[config.mk]
export PLATFORM = sky130hd
export DESIGN_NAME = indexed_ordered_list_flat
export DESIGN_NICKNAME = d
export VERILOG_FILES = /design/src/hw/rtl/iol_pkg.sv /design/src/hw/rtl/iol_req_if.sv /design/src/hw/rtl/iol_rsp_if.sv /design/src/hw/rtl/indexed_ordered_list.sv /design/src/hw/rtl/iol_cell.sv /design/src/hw/rtl/iol_chain.sv /design/src/flat_wrapper.sv
export SDC_FILE = /design/constraint.sdc
export NUM_CORES = 2
export LEC_CHECK = 0
export ABC_AREA = 1
export BUFFER_PORTS_ARGS = -buffer_cell sky130_fd_sc_hd__buf_4
export CAP_MARGIN = 20
export CORE_MARGIN = 3
export CORE_UTILIZATION = 55
export DETAILED_ROUTE_END_ITERATION = 12
export HOLD_SLACK_MARGIN = 0.08
export PLACE_DENSITY = 0.74
export SLEW_MARGIN = 20
export SYNTH_ARGS = -nofsm -noshare
export SYNTH_HDL_FRONTEND = slang
export SYNTH_SLANG_ARGS = --single-unit
[constraint.sdc]
create_clock -name clk -period 4.94 [get_ports clk]
set_input_delay 0.494 -clock clk [delete_from_list [all_inputs] [get_ports clk]]
set_output_delay 0.494 -clock clk [all_outputs]
set_load 0.02 [all_outputs]
[src/hw/rtl/iol_pkg.sv]
package iol_pkg;

    localparam int DEPTH_DEFAULT = 16;

    localparam int MODE_W   = 3;
    localparam int POS_W    = 5;
    localparam int DATA_W   = 32;
    localparam int STATUS_W = 2;
    localparam int FPOS_W   = 4;
    localparam int LEN_W    = 5;

    typedef enum logic [MODE_W-1:0] {
        MODE_APPEND = 3'd0,
        MODE_INSERT = 3'd1,
        MODE_DELETE = 3'd2,
        MODE_GET    = 3'd3,
        MODE_FIND   = 3'd4
    } mode_t;

    typedef enum logic [STATUS_W-1:0] {
        ST_OK       = 2'd0,
        ST_FULL     = 2'd1,
        ST_BADPOS   = 2'd2,
        ST_NOTFOUND = 2'd3
    } status_t;

    // operation broadcast to every cell
    typedef enum logic [2:0] {
        CELL_HOLD,
        CELL_WRITE,
        CELL_INSERT,
        CELL_DELETE,
        CELL_ROTATE
    } cell_op_t;

    typedef struct packed {
        cell_op_t            op;
        logic [DATA_W-1:0]   data;
    } cell_cmd_t;

endpackage

[src/hw/rtl/iol_req_if.sv]
interface iol_req_if;
    import iol_pkg::*;

    logic                     valid;
    logic                     ready;
    logic [MODE_W-1:0]        mode;
    logic [POS_W-1:0]         position;
    logic signed [DATA_W-1:0] value;

    modport source (output valid, output mode, output position, output value, input ready);
    modport sink   (input valid, input mode, input position, input value, output ready);
endinterface

[src/hw/rtl/iol_rsp_if.sv]
interface iol_rsp_if;
    import iol_pkg::*;

    logic                     valid;
    logic                     ready;
    logic [STATUS_W-1:0]      status;
    logic signed [DATA_W-1:0] value_out;
    logic [FPOS_W-1:0]        found_position;
    logic [LEN_W-1:0]         length;

    modport source (output valid, output status, output value_out, output found_position,
                    output length, input ready);
    modport sink   (input valid, input status, input value_out, input found_position,
                    input length, output ready);
endinterface

[src/hw/rtl/indexed_ordered_list.sv]
// channel  dir  handshake        payload
// req      in   valid / ready    mode, position, value
// rsp      out  valid / ready    status, value_out, found_position, length
//
// append and insert update the list and load their result into the output register
// as they are taken; a bad position, a full list or an unused mode is answered the same way
// get, delete and find rotate the whole cell chain once past the head comparator,
// one cell per cycle in S_SCAN, then answer from S_DONE
// rst_n clears the count and control; cell contents are not reset
// a result waits in the output register while rsp is stalled; the next item is
// taken in S_IDLE once that register is free or being drained
module indexed_ordered_list #(
    parameter int DEPTH = iol_pkg::DEPTH_DEFAULT
) (
    input  logic         clk,
    input  logic         rst_n,
    iol_req_if.sink      req,
    iol_rsp_if.source    rsp
);
    import iol_pkg::*;

    localparam int IDX_W = (DEPTH > 1) ? $clog2(DEPTH) : 1;
    localparam int CNT_W = $clog2(DEPTH + 1);
    // common width for comparing the request position with the count
    localparam int CMP_W = (CNT_W > POS_W) ? CNT_W : POS_W;

    localparam logic [CNT_W-1:0] CNT_FULL = CNT_W'(DEPTH);
    localparam logic [IDX_W-1:0] K_LAST   = IDX_W'(DEPTH - 1);

    typedef enum logic [2:0] {
        S_IDLE = 3'b001,
        S_SCAN = 3'b010,
        S_DONE = 3'b100
    } state_t;

    state_t state_reg, state_next;

    // list length and the request held during a scan
    logic [CNT_W-1:0]  cnt_reg, cnt_next;
    logic [MODE_W-1:0] mode_reg, mode_next;
    logic [IDX_W-1:0]  pos_reg, pos_next;
    logic [DATA_W-1:0] val_reg, val_next;

    // scan step and what it has picked up
    logic [IDX_W-1:0]  k_reg, k_next;
    logic              hit_reg, hit_next;
    logic [IDX_W-1:0]  fpos_reg, fpos_next;
    logic [DATA_W-1:0] vout_reg, vout_next;

    // output register
    logic                ov_reg, ov_next;
    logic [STATUS_W-1:0] ostat_reg, ostat_next;
    logic [DATA_W-1:0]   ovalue_reg, ovalue_next;
    logic [IDX_W-1:0]    ofpos_reg, ofpos_next;
    logic [CNT_W-1:0]    olen_reg, olen_next;

    cell_cmd_t         cmd;
    logic [IDX_W-1:0]  cmd_pos;
    logic [DATA_W-1:0] head_data;

    logic              out_free;
    logic              take;
    logic [CMP_W-1:0]  pos_ext;
    logic [CMP_W-1:0]  cnt_ext;

    // result load strobe and fields
    logic                ld;
    logic [STATUS_W-1:0] ld_stat;
    logic [DATA_W-1:0]   ld_vout;
    logic [IDX_W-1:0]    ld_fpos;
    logic [CNT_W-1:0]    ld_len;

    iol_chain #(
        .DEPTH (DEPTH),
        .IDX_W (IDX_W)
    ) u_chain (
        .clk       (clk),
        .cmd       (cmd),
        .cmd_pos   (cmd_pos),
        .head_data (head_data)
    );

    assign out_free  = !ov_reg || rsp.ready;
    assign req.ready = (state_reg == S_IDLE) && out_free;
    assign take      = req.valid && req.ready;
    assign pos_ext   = CMP_W'(req.position);
    assign cnt_ext   = CMP_W'(cnt_reg);

    always_comb
    begin
        state_next = state_reg;
        cnt_next   = cnt_reg;
        mode_next  = mode_reg;
        pos_next   = pos_reg;
        val_next   = val_reg;
        k_next     = k_reg;
        hit_next   = hit_reg;
        fpos_next  = fpos_reg;
        vout_next  = vout_reg;

        cmd.op   = CELL_HOLD;
        cmd.data = req.value;
        cmd_pos  = '0;

        ld      = 1'b0;
        ld_stat = ST_OK;
        ld_vout = '0;
        ld_fpos = '0;
        ld_len  = cnt_reg;

        unique case (state_reg)
            S_IDLE:
            begin
                if (take)
                begin
                    unique case (req.mode)
                        MODE_APPEND:
                        begin
                            ld = 1'b1;
                            if (cnt_reg >= CNT_FULL)
                            begin
                                ld_stat = ST_FULL;
                            end
                            else
                            begin
                                cmd.op   = CELL_WRITE;
                                cmd_pos  = IDX_W'(cnt_reg);
                                cnt_next = cnt_reg + 1'b1;
                                ld_len   = cnt_reg + 1'b1;
                            end
                        end
                        MODE_INSERT:
                        begin
                            ld = 1'b1;
                            // position check comes before the full check
                            if (pos_ext > cnt_ext)
                            begin
                                ld_stat = ST_BADPOS;
                            end
                            else if (cnt_reg >= CNT_FULL)
                            begin
                                ld_stat = ST_FULL;
                            end
                            else
                            begin
                                cmd.op   = CELL_INSERT;
                                cmd_pos  = IDX_W'(req.position);
                                cnt_next = cnt_reg + 1'b1;
                                ld_len   = cnt_reg + 1'b1;
                            end
                        end
                        MODE_DELETE, MODE_GET:
                        begin
                            if (pos_ext >= cnt_ext)
                            begin
                                ld      = 1'b1;
                                ld_stat = ST_BADPOS;
                            end
                            else
                            begin
                                mode_next  = req.mode;
                                pos_next   = IDX_W'(req.position);
                                val_next   = req.value;
                                k_next     = '0;
                                hit_next   = 1'b0;
                                fpos_next  = '0;
                                vout_next  = '0;
                                state_next = S_SCAN;
                            end
                        end
                        MODE_FIND:
                        begin
                            mode_next  = req.mode;
                            pos_next   = '0;
                            val_next   = req.value;
                            k_next     = '0;
                            hit_next   = 1'b0;
                            fpos_next  = '0;
                            vout_next  = '0;
                            state_next = S_SCAN;
                        end
                        default:
                        begin
                            // unused mode codes
                            ld      = 1'b1;
                            ld_stat = ST_BADPOS;
                        end
                    endcase
                end
            end
            S_SCAN:
            begin
                // head cell holds entry k_reg this cycle
                cmd.op = CELL_ROTATE;
                if ((mode_reg == MODE_GET || mode_reg == MODE_DELETE) && k_reg == pos_reg)
                begin
                    vout_next = head_data;
                end
                if (mode_reg == MODE_FIND && !hit_reg && CNT_W'(k_reg) < cnt_reg
                    && head_data == val_reg)
                begin
                    hit_next  = 1'b1;
                    fpos_next = k_reg;
                end
                if (k_reg == K_LAST)
                begin
                    state_next = S_DONE;
                end
                else
                begin
                    k_next = k_reg + 1'b1;
                end
            end
            S_DONE:
            begin
                // chain is back in order after a full turn
                if (out_free)
                begin
                    ld         = 1'b1;
                    state_next = S_IDLE;
                    unique case (mode_reg)
                        MODE_DELETE:
                        begin
                            cmd.op   = CELL_DELETE;
                            cmd_pos  = pos_reg;
                            cnt_next = cnt_reg - 1'b1;
                            ld_vout  = vout_reg;
                            ld_len   = cnt_reg - 1'b1;
                        end
                        MODE_GET:
                        begin
                            ld_vout = vout_reg;
                        end
                        MODE_FIND:
                        begin
                            if (hit_reg)
                            begin
                                ld_fpos = fpos_reg;
                            end
                            else
                            begin
                                ld_stat = ST_NOTFOUND;
                            end
                        end
                        default:
                        begin
                            ld_stat = ST_BADPOS;
                        end
                    endcase
                end
            end
            default:
            begin
                state_next = S_IDLE;
            end
        endcase
    end

    always_comb
    begin
        ov_next     = ov_reg && !rsp.ready;
        ostat_next  = ostat_reg;
        ovalue_next = ovalue_reg;
        ofpos_next  = ofpos_reg;
        olen_next   = olen_reg;
        if (ld)
        begin
            ov_next     = 1'b1;
            ostat_next  = ld_stat;
            ovalue_next = ld_vout;
            ofpos_next  = ld_fpos;
            olen_next   = ld_len;
        end
    end

    always_ff @(posedge clk or negedge rst_n)
    begin
        if (!rst_n)
        begin
            state_reg <= S_IDLE;
            cnt_reg   <= '0;
            ov_reg    <= 1'b0;
        end
        else
        begin
            state_reg <= state_next;
            cnt_reg   <= cnt_next;
            ov_reg    <= ov_next;
        end
    end

    // request copy, scan results and output payload
    always_ff @(posedge clk)
    begin
        mode_reg   <= mode_next;
        pos_reg    <= pos_next;
        val_reg    <= val_next;
        k_reg      <= k_next;
        hit_reg    <= hit_next;
        fpos_reg   <= fpos_next;
        vout_reg   <= vout_next;
        ostat_reg  <= ostat_next;
        ovalue_reg <= ovalue_next;
        ofpos_reg  <= ofpos_next;
        olen_reg   <= olen_next;
    end

    assign rsp.valid          = ov_reg;
    assign rsp.status         = ostat_reg;
    assign rsp.value_out      = ovalue_reg;
    assign rsp.found_position = FPOS_W'(ofpos_reg);
    assign rsp.length         = LEN_W'(olen_reg);
endmodule

[src/hw/rtl/iol_cell.sv]
module iol_cell #(
    parameter int IDX_W = 4,
    parameter int IDX   = 0
) (
    input  logic                        clk,
    input  iol_pkg::cell_cmd_t          cmd,
    input  logic [IDX_W-1:0]            cmd_pos,
    input  logic [iol_pkg::DATA_W-1:0]  left_data,
    input  logic [iol_pkg::DATA_W-1:0]  right_data,
    output logic [iol_pkg::DATA_W-1:0]  data
);
    import iol_pkg::*;

    localparam logic [IDX_W-1:0] MY_IDX = IDX_W'(IDX);

    logic [DATA_W-1:0] data_reg;
    logic [DATA_W-1:0] data_next;

    always_comb
    begin
        data_next = data_reg;
        unique case (cmd.op)
            CELL_HOLD:
            begin
                data_next = data_reg;
            end
            CELL_WRITE:
            begin
                if (MY_IDX == cmd_pos)
                begin
                    data_next = cmd.data;
                end
            end
            CELL_INSERT:
            begin
                // cells past the slot take the left neighbor
                if (MY_IDX > cmd_pos)
                begin
                    data_next = left_data;
                end
                else if (MY_IDX == cmd_pos)
                begin
                    data_next = cmd.data;
                end
            end
            CELL_DELETE:
            begin
                if (MY_IDX >= cmd_pos)
                begin
                    data_next = right_data;
                end
            end
            CELL_ROTATE:
            begin
                data_next = right_data;
            end
            default:
            begin
                data_next = data_reg;
            end
        endcase
    end

    always_ff @(posedge clk)
    begin
        data_reg <= data_next;
    end

    assign data = data_reg;
endmodule

[src/hw/rtl/iol_chain.sv]
module iol_chain #(
    parameter int DEPTH = iol_pkg::DEPTH_DEFAULT,
    parameter int IDX_W = $clog2(DEPTH)
) (
    input  logic                        clk,
    input  iol_pkg::cell_cmd_t          cmd,
    input  logic [IDX_W-1:0]            cmd_pos,
    output logic [iol_pkg::DATA_W-1:0]  head_data
);
    import iol_pkg::*;

    logic [DATA_W-1:0] cell_q [DEPTH];

    for (genvar i = 0; i < DEPTH; i++)
    begin : g_cell
        logic [DATA_W-1:0] left_d;
        logic [DATA_W-1:0] right_d;

        if (i == 0)
        begin : g_first
            assign left_d = cmd.data;
        end
        else
        begin : g_mid
            assign left_d = cell_q[i-1];
        end

        // last cell wraps to the head so a rotation is circular
        if (i == DEPTH - 1)
        begin : g_last
            assign right_d = cell_q[0];
        end
        else
        begin : g_inner
            assign right_d = cell_q[i+1];
        end

        iol_cell #(
            .IDX_W (IDX_W),
            .IDX   (i)
        ) u_cell (
            .clk        (clk),
            .cmd        (cmd),
            .cmd_pos    (cmd_pos),
            .left_data  (left_d),
            .right_data (right_d),
            .data       (cell_q[i])
        );
    end

    assign head_data = cell_q[0];
endmodule

[src/flat_wrapper.sv]
// flat-port wrapper written by rule: the top's interface ports become plain ports
module indexed_ordered_list_flat import iol_pkg::*;
#(
    parameter int DEPTH = iol_pkg::DEPTH_DEFAULT
)
  (clk, rst_n, req_valid, req_mode, req_position, req_value, req_ready, rsp_valid, rsp_status, rsp_value_out, rsp_found_position, rsp_length, rsp_ready);
  iol_req_if req_i ();
  iol_rsp_if rsp_i ();
  input  logic clk;
  input  logic rst_n;
  input wire logic [$bits(req_i.valid)-1:0] req_valid;
  input wire logic [$bits(req_i.mode)-1:0] req_mode;
  input wire logic [$bits(req_i.position)-1:0] req_position;
  input wire logic [$bits(req_i.value)-1:0] req_value;
  output wire logic [$bits(req_i.ready)-1:0] req_ready;
  output wire logic [$bits(rsp_i.valid)-1:0] rsp_valid;
  output wire logic [$bits(rsp_i.status)-1:0] rsp_status;
  output wire logic [$bits(rsp_i.value_out)-1:0] rsp_value_out;
  output wire logic [$bits(rsp_i.found_position)-1:0] rsp_found_position;
  output wire logic [$bits(rsp_i.length)-1:0] rsp_length;
  input wire logic [$bits(rsp_i.ready)-1:0] rsp_ready;
  assign req_i.valid = req_valid;
  assign req_i.mode = req_mode;
  assign req_i.position = req_position;
  assign req_i.value = req_value;
  assign req_ready = req_i.ready;
  assign rsp_valid = rsp_i.valid;
  assign rsp_status = rsp_i.status;
  assign rsp_value_out = rsp_i.value_out;
  assign rsp_found_position = rsp_i.found_position;
  assign rsp_length = rsp_i.length;
  assign rsp_i.ready = rsp_ready;
  indexed_ordered_list #(.DEPTH(DEPTH)) u_core (.clk(clk), .rst_n(rst_n), .req(req_i), .rsp(rsp_i));
endmodule
; Word level (Yosys, flattened, before mapping)
; Index checks and enable logic that the tools add are counted.
[word_totals]
ff_bits = 644
output_inout_bits = 45
[op_classes]
eq_ne = 57
reduce_logical = 42
n_lt_le_gt_ge = 36
mux = 131
addsub = 3
[op_table]
columns = op, count
row1 = 32-bit one-hot mux with 4 select lines, 16
row2 = 32-bit two-way mux, 52
row3 = 32-bit one-hot mux with 2 select lines, 3
row4 = 4-bit one-hot mux with 2 select lines, 6
row5 = 4-bit two-way mux, 11
row6 = 2-bit by 1-bit inequality test with 1-bit output (second input constant), 21
row7 = 32-bit equality test, 1
row8 = 4-bit equality test (first input constant), 8
row9 = 4-bit >= comparator (first input constant), 8
row10 = 4-bit > comparator (first input constant), 8
row11 = 2-bit AND reduction, 16
row12 = 5-bit two-way mux, 5
row13 = 3-bit two-way mux, 8
row14 = 3-bit by 2-bit equality test with 1-bit output (second input constant), 7
row15 = 5-bit one-hot mux with 2 select lines, 2
row16 = 5-bit AND reduction, 4
row17 = 3-bit one-hot mux with 2 select lines, 3
row18 = 3-bit one-hot mux with 3 select lines, 2
row19 = 3-bit by 4-bit equality test with 1-bit output (first input constant), 4
row20 = 3-bit by 4-bit >= comparator with 1-bit output (first input constant), 4
row21 = 3-bit by 4-bit > comparator with 1-bit output (first input constant), 4
row22 = 2-bit two-way mux, 7
row23 = 3-bit equality test (second input constant), 4
row24 = 3-bit by 1-bit equality test with 1-bit output (second input constant), 3
row25 = other kinds (31), 62

; Longest topological paths before layout
[depth]
ltp_word = 10
depth_mapped = 21

; By module
; A second synthesis with hierarchy kept.
[unflattened]
cells_unflattened = 6344
area_unflattened_um2 = 44398.8
[modules_own_cells]
columns = module, instances, cells_each, seq_area_each_um2, area_each_um2
row1 = indexed_ordered_list, 1, 585, 3920.0, 6053.3
row2 = iol_cell (u_core.u_chain.g_cell[10].u_cell), 1, 371, 960.9, 2557.5
row3 = iol_cell (u_core.u_chain.g_cell[9].u_cell), 1, 363, 960.9, 2551.2
row4 = iol_cell (u_core.u_chain.g_cell[11].u_cell), 1, 396, 960.9, 2496.1
row5 = iol_cell (u_core.u_chain.g_cell[1].u_cell), 1, 393, 960.9, 2463.6
row6 = iol_cell (u_core.u_chain.g_cell[13].u_cell), 1, 392, 960.9, 2459.9
row7 = iol_cell (u_core.u_chain.g_cell[5].u_cell), 1, 390, 960.9, 2456.1
row8 = iol_cell (u_core.u_chain.g_cell[4].u_cell), 1, 366, 960.9, 2448.6
row9 = iol_cell (u_core.u_chain.g_cell[6].u_cell), 1, 365, 960.9, 2426.1
row10 = iol_cell (u_core.u_chain.g_cell[2].u_cell), 1, 364, 960.9, 2374.8
row11 = iol_cell (u_core.u_chain.g_cell[15].u_cell), 1, 358, 960.9, 2368.5
row12 = iol_cell (u_core.u_chain.g_cell[7].u_cell), 1, 359, 960.9, 2361.0
row13 = iol_cell (u_core.u_chain.g_cell[14].u_cell), 1, 364, 960.9, 2344.7
row14 = iol_cell (u_core.u_chain.g_cell[8].u_cell), 1, 329, 960.9, 2344.7
row15 = 3 more rows, n/a, n/a, n/a, n/a

; Least setup slack after synthesis
; No wires, ideal clock.
[synth_path]
path_kind = reg-to-reg
from = register u_core.cnt_reg[4] (netlist: u_core.cnt_ext[4])
to = register u_core.u_chain.g_cell[6].u_cell.data_reg[0] (enable)
required_ps = 4499
path_slack_ps = 173
setup_ps = 441
n_path_buf = 2
stages_incl_launch_ff = 15
arrival_ps = 4326
cell_sequence = dfrtp_1 > buf_2 > inv_1 > ha_1 > nand2_1 > nor2_1 > nand2_1 > nand2_2 > nand3_1 > nand2_1 > inv_2 > nand2_1 > inv_1 > clkbuf_1 > a31oi_1
[synth_via]
elab_chain_len = 9
elab_cells_between_ends = 22
cone_classes = order compare: 3 / eq/ne: 5 / mux: 12 / reduce/logical: 2
[synth_rtl]
columns = item, line
row1 = "start, declared", indexed_ordered_list.sv:39  ; logic [CNT_W-1:0] cnt_reg, cnt_next;
row2 = "start signal, assigned", indexed_ordered_list.sv:287  ; cnt_reg <= cnt_next;
row3 = 5-bit >= comparator, "indexed_ordered_list.sv:120, indexed_ordered_list.sv:140"
row4 = 4-bit two-way mux or 2-bit two-way mux (tied branches), indexed_ordered_list.sv:140  ; else if (cnt_reg >= CNT_FULL)
row5 = 4-bit two-way mux or 3-bit two-way mux (tied branches), indexed_ordered_list.sv:136  ; if (pos_ext > cnt_ext)
row6 = 4-bit one-hot mux with 2 select lines or 3-bit one-hot mux with 2 select lines (tied branches), indexed_ordered_list.sv:116  ; unique case (req.mode)
row7 = 4-bit two-way mux or 3-bit two-way mux (tied branches), indexed_ordered_list.sv:114  ; if (take)
row8 = 4-bit one-hot mux with 2 select lines or 3-bit one-hot mux with 3 select lines (tied branches), indexed_ordered_list.sv:111  ; unique case (state_reg)
row9 = "3-bit by 4-bit >= comparator with 1-bit output, or another cell as far along", iol_cell.sv:48  ; if (MY_IDX >= cmd_pos)
row10 = 2-bit by 1-bit inequality test with 1-bit output (no line) or 4-bit nonzero test (tied branches), n/a
row11 = 2-bit AND reduction (no line) *, n/a
row12 = "end signal, assigned", iol_cell.sv:66  ; data_reg <= data_next;
row13 = "end, declared", iol_cell.sv:16  ; logic [DATA_W-1:0] data_reg;
; Every way passes the cells marked *; elsewhere a longest branch is shown, timed or not.
; A chain may end at the register's enable or synchronous reset.

; Final worst setup path
[layout_path]
from = register u_core.cnt_reg[4] (netlist: u_core.cnt_ext[4])
to = register u_core.u_chain.g_cell[3].u_cell.data_reg[14] (data pin)
[layout_via]
elab_chain_len = 10
elab_cells_between_ends = 23
cone_classes = order compare: 3 / eq/ne: 5 / mux: 15
[layout_rtl]
columns = item, line
row1 = branches (longest 9 deep; another with 5-bit >= comparator), n/a
row2 = 32-bit one-hot mux with 4 select lines *, iol_cell.sv:22  ; unique case (cmd.op)
row3 = net u_core.u_chain.g_cell[3].u_cell.data_next[14], iol_cell.sv:17  ; logic [DATA_W-1:0] data_next;
row4 = "end signal, assigned", iol_cell.sv:66
row5 = "end, declared", iol_cell.sv:16
; Mark *: on every way through the listed nets, which the timed path passes.

==> results.yml <==
global_route:
  grt_max_degree: 258
  antenna_found_initial: 6
  grt-ovfl-total: 0
  grt_pass1_vias: 37510
  grt_first_pass_wirelength_um: 236000
  grt_usage_pct: 39.1
clock_network:
  cts_buffers: 75
  cts.sinks: 644
  clkLatencyLatePin_ps: 640
  root_buffer: "clkbuf_16"
  cts_max_level: 3
  post_cts_resized: 0
  postCtsSetupBuffers: 0
  cts_buffer_depth: 3
  path_clk_slew_ps: 60
  cts_tree: "built"
route:
  drc: 0
  firstDrtPassIters: 6
  wirelength_um: 159000
  vias_per_cell: 6.00
  vias: 41677
  postRouteAntennaNets: 0
  drt_iter0_markers: 7176
  wl_per_cell_um: 22.9
sta:
  fin_ws_ps: 539
  clock-skew-final_ps: 26.2
  final.setup.tns_ps: 0
  slew_violations: 0
  fin_crit_sh_pct: 89.1
  fmax_ghz: 0.227
  hold_viol: 0
  rsz0062_at_grt: "no"
  setup_violations: 0
  max-slew-margin-rel_pct: 20.5
  worst_pin_slew_ps: 1190
  layout_min_cycle_time_ps: 4400
placement:
  gp_congestion: 0.996
  placed_area_mm2: 0.0433
  dp_slack_ps: 715
  io_buffers: 88
  dpl.hpwl_um: 101000
cells_and_area:
  largest_reg_flops: 512
  multiInputGateArea_mm2: 0.0192
  drive_above_1_share_pct: 7.14
  finalInstanceArea_mm2: 0.0456
  nets: 5978
  seq_area_mm2: 0.0193
  fillCellCount: 6922
  syn_to_final_growth_pct: 8.58
yosys:
  yosysSeqAreaShare_pct: 45.9
  synth-seq-cells: 644
  synth.top_cells.by_count: "2864 x nand2_1, 635 x edfxtp_1, 540 x nand3_1"
  ys_warn_count: 0
  postSynth.asyncResetShare_pct: 1.40
  netlist_top_cells_area: "edfxtp_1 45%, nand2_1 26%, nand3_1 6.4%"
  synth.distinct_cells: 46
  synth_top_area_cell: "edfxtp_1"
  netlist.area_leader.share_pct: 45.4
  synth-edff-count: 635
  ys.flop_type: "edfxtp_1"
  synth_nets: 6133
  synth.avg_cell_area_um2: 6.92
  netlist_area_mm2: 0.0420
  netlist_instances: 6077
  synth_most_common_cell: "nand2_1"
flow_run:
  max-cap-violations: 0
critical_path:
  crit_type: "register to register"
  worstSetupEndpointType: "register"
  cp.arrival_ps: 4910
  cp_max_fo: 21
  start_kind: "register"
  cp.required_ps: 5450
floorplan:
  dieArea_mm2: 0.0798
  die_h_um: 282
  io_pins: 89
  die_w_um: 282
  core_area_mm2: 0.0751
  start_util_pct: 56.0
  rows: 100
run_status:
  status: "complete, no violations"
power_and_ir_drop:
  p_leak_nw: 21.3
  p_per_area_mw_per_mm2: 610
  ir_drop_v: 0.000557
worst_hold_path:
  hold_path.class: "primary input to register"
[power by group]
| part | leakage (nW) | internal, W | switching [W] | total [W] |
|---|---|---|---|---|
| Clock | 1.15 | 0.00314 | 0.00241 | 0.00555 |
| Sequential | 6.00 | 0.00951 | 0.00172 | 0.0112 |
| Combinational | 14.2 | 0.00332 | 0.00775 | 0.0111 |
[critical path, stage by stage, from the launching register on]
cell,delay (ps)
dfrtp_1,600
inv_1,180
ha_1,340
nand2_1,70
nor2_1,160
nand2_1,100
nand3_1,100
nand2_2,130
nand4_1,150
nand2_2,290
nor2_4,600
nand3_1,840
buf_4,470
nand3_1,100
nand2_1,80
nand2_1,60
[per-stage QoR]
stage          power [W]  hold WS, ps  cells  utilization (%)
2_1_floorplan     0.0182          198   6077                -
3_3_place_gp      0.0216          335   6810             57.6
3_5_place_dp      0.0219          336   6810             57.6
4_1_cts           0.0274          177   6946             60.8
5_1_grt           0.0294          202   6946             60.8
6_report          0.0278          202   6947             60.8
[path summary, 6_finish.rpt]
check                      slack [ps]                              from  depth (start not counted)                                            endpoint
max                               540       u_core.cnt_ext[4]$_DFF_PN0_                         15  u_core.u_chain.g_cell[3].u_cell.data[14]$_DFFE_PP_
min                               200                   req_position[1]                          3                     u_core.pos_reg[1]$_SDFFCE_PP0P_
max reg2reg                       540       u_core.cnt_ext[4]$_DFF_PN0_                         15  u_core.u_chain.g_cell[3].u_cell.data[14]$_DFFE_PP_
min reg2reg                       540  u_core.vout_reg[4]$_SDFFCE_PN0P_                          2               u_core.rsp.value_out[4]$_SDFFCE_PN0P_
max in group asynchronous        4480                             rst_n                          2                     u_core.state_reg[0]$_DFFE_PN1P_
min in group asynchronous         230                             rst_n                          2                         u_core.cnt_ext[3]$_DFF_PN0_
[kinds of logic (layout without fill, tap and decap cells)]
kind of cell | Yosys count | after routing | synth area share, %
adder cells (fa/ha/maj) | 12 | 12 | 0.357
XOR/XNOR | 31 | 31 | 0.646
AO/OA/AOI/OAI | 534 | 534 | 6.78
AND/OR/NAND/NOR | 3914 | 3914 | 37.4
other | 0 | 1 | 0
flip-flops | 644 | 644 | 45.9
buffers and inverters | 942 | 842 | 8.91
[placed cells by master, fill, tap and decap left out, types with 14 or more instances in the layout]
cell type / n
nand2_1: 2861
edfxtp_1: 635
nand3_1: 538
inv_1: 476
nor2_1: 385
a21oi_1: 200
o21ai_0: 198
buf_4: 172
clkbuf_16: 78
or2_2: 67
a31oi_1: 64
clkinv_1: 45
o22ai_1: 34
xnor2_1: 21
nand2_2: 14
nand4_1: 14
clkinv_2: 14
[what timing repair did]
item                                    in CTS  in global routing
hold buffers                                 4                  0
endpoints found under the setup margin       0                  0
endpoints found under the hold margin       12                  0
[metal layers]
| metal | vias to the layer above | share of wire (%) | track usage [%] |
|---|---|---|---|
| met5 | - | 0.050 | 0 |
| met4 | 10 | 6.3 | 21.9 |
| met3 | 444 | 15 | 9.96 |
| met2 | 3204 | 40 | 54.0 |
| met1 | 19011 | 38 | 55.8 |
| li1 | 19008 | - | - |
[area by class of cell]
class / count / area share, %
multi-input cells: 4491 / 42.1
flip-flops and latches: 644 / 42.3
clock inverters: 41 / 0.770
well taps: 969 / 2.66
inverters: 521 / 4.31
diodes: 1 / 0.00548
repair buffers: 189 / 3.49
clock buffers: 91 / 4.38
(Power assumes the default switching activity.)
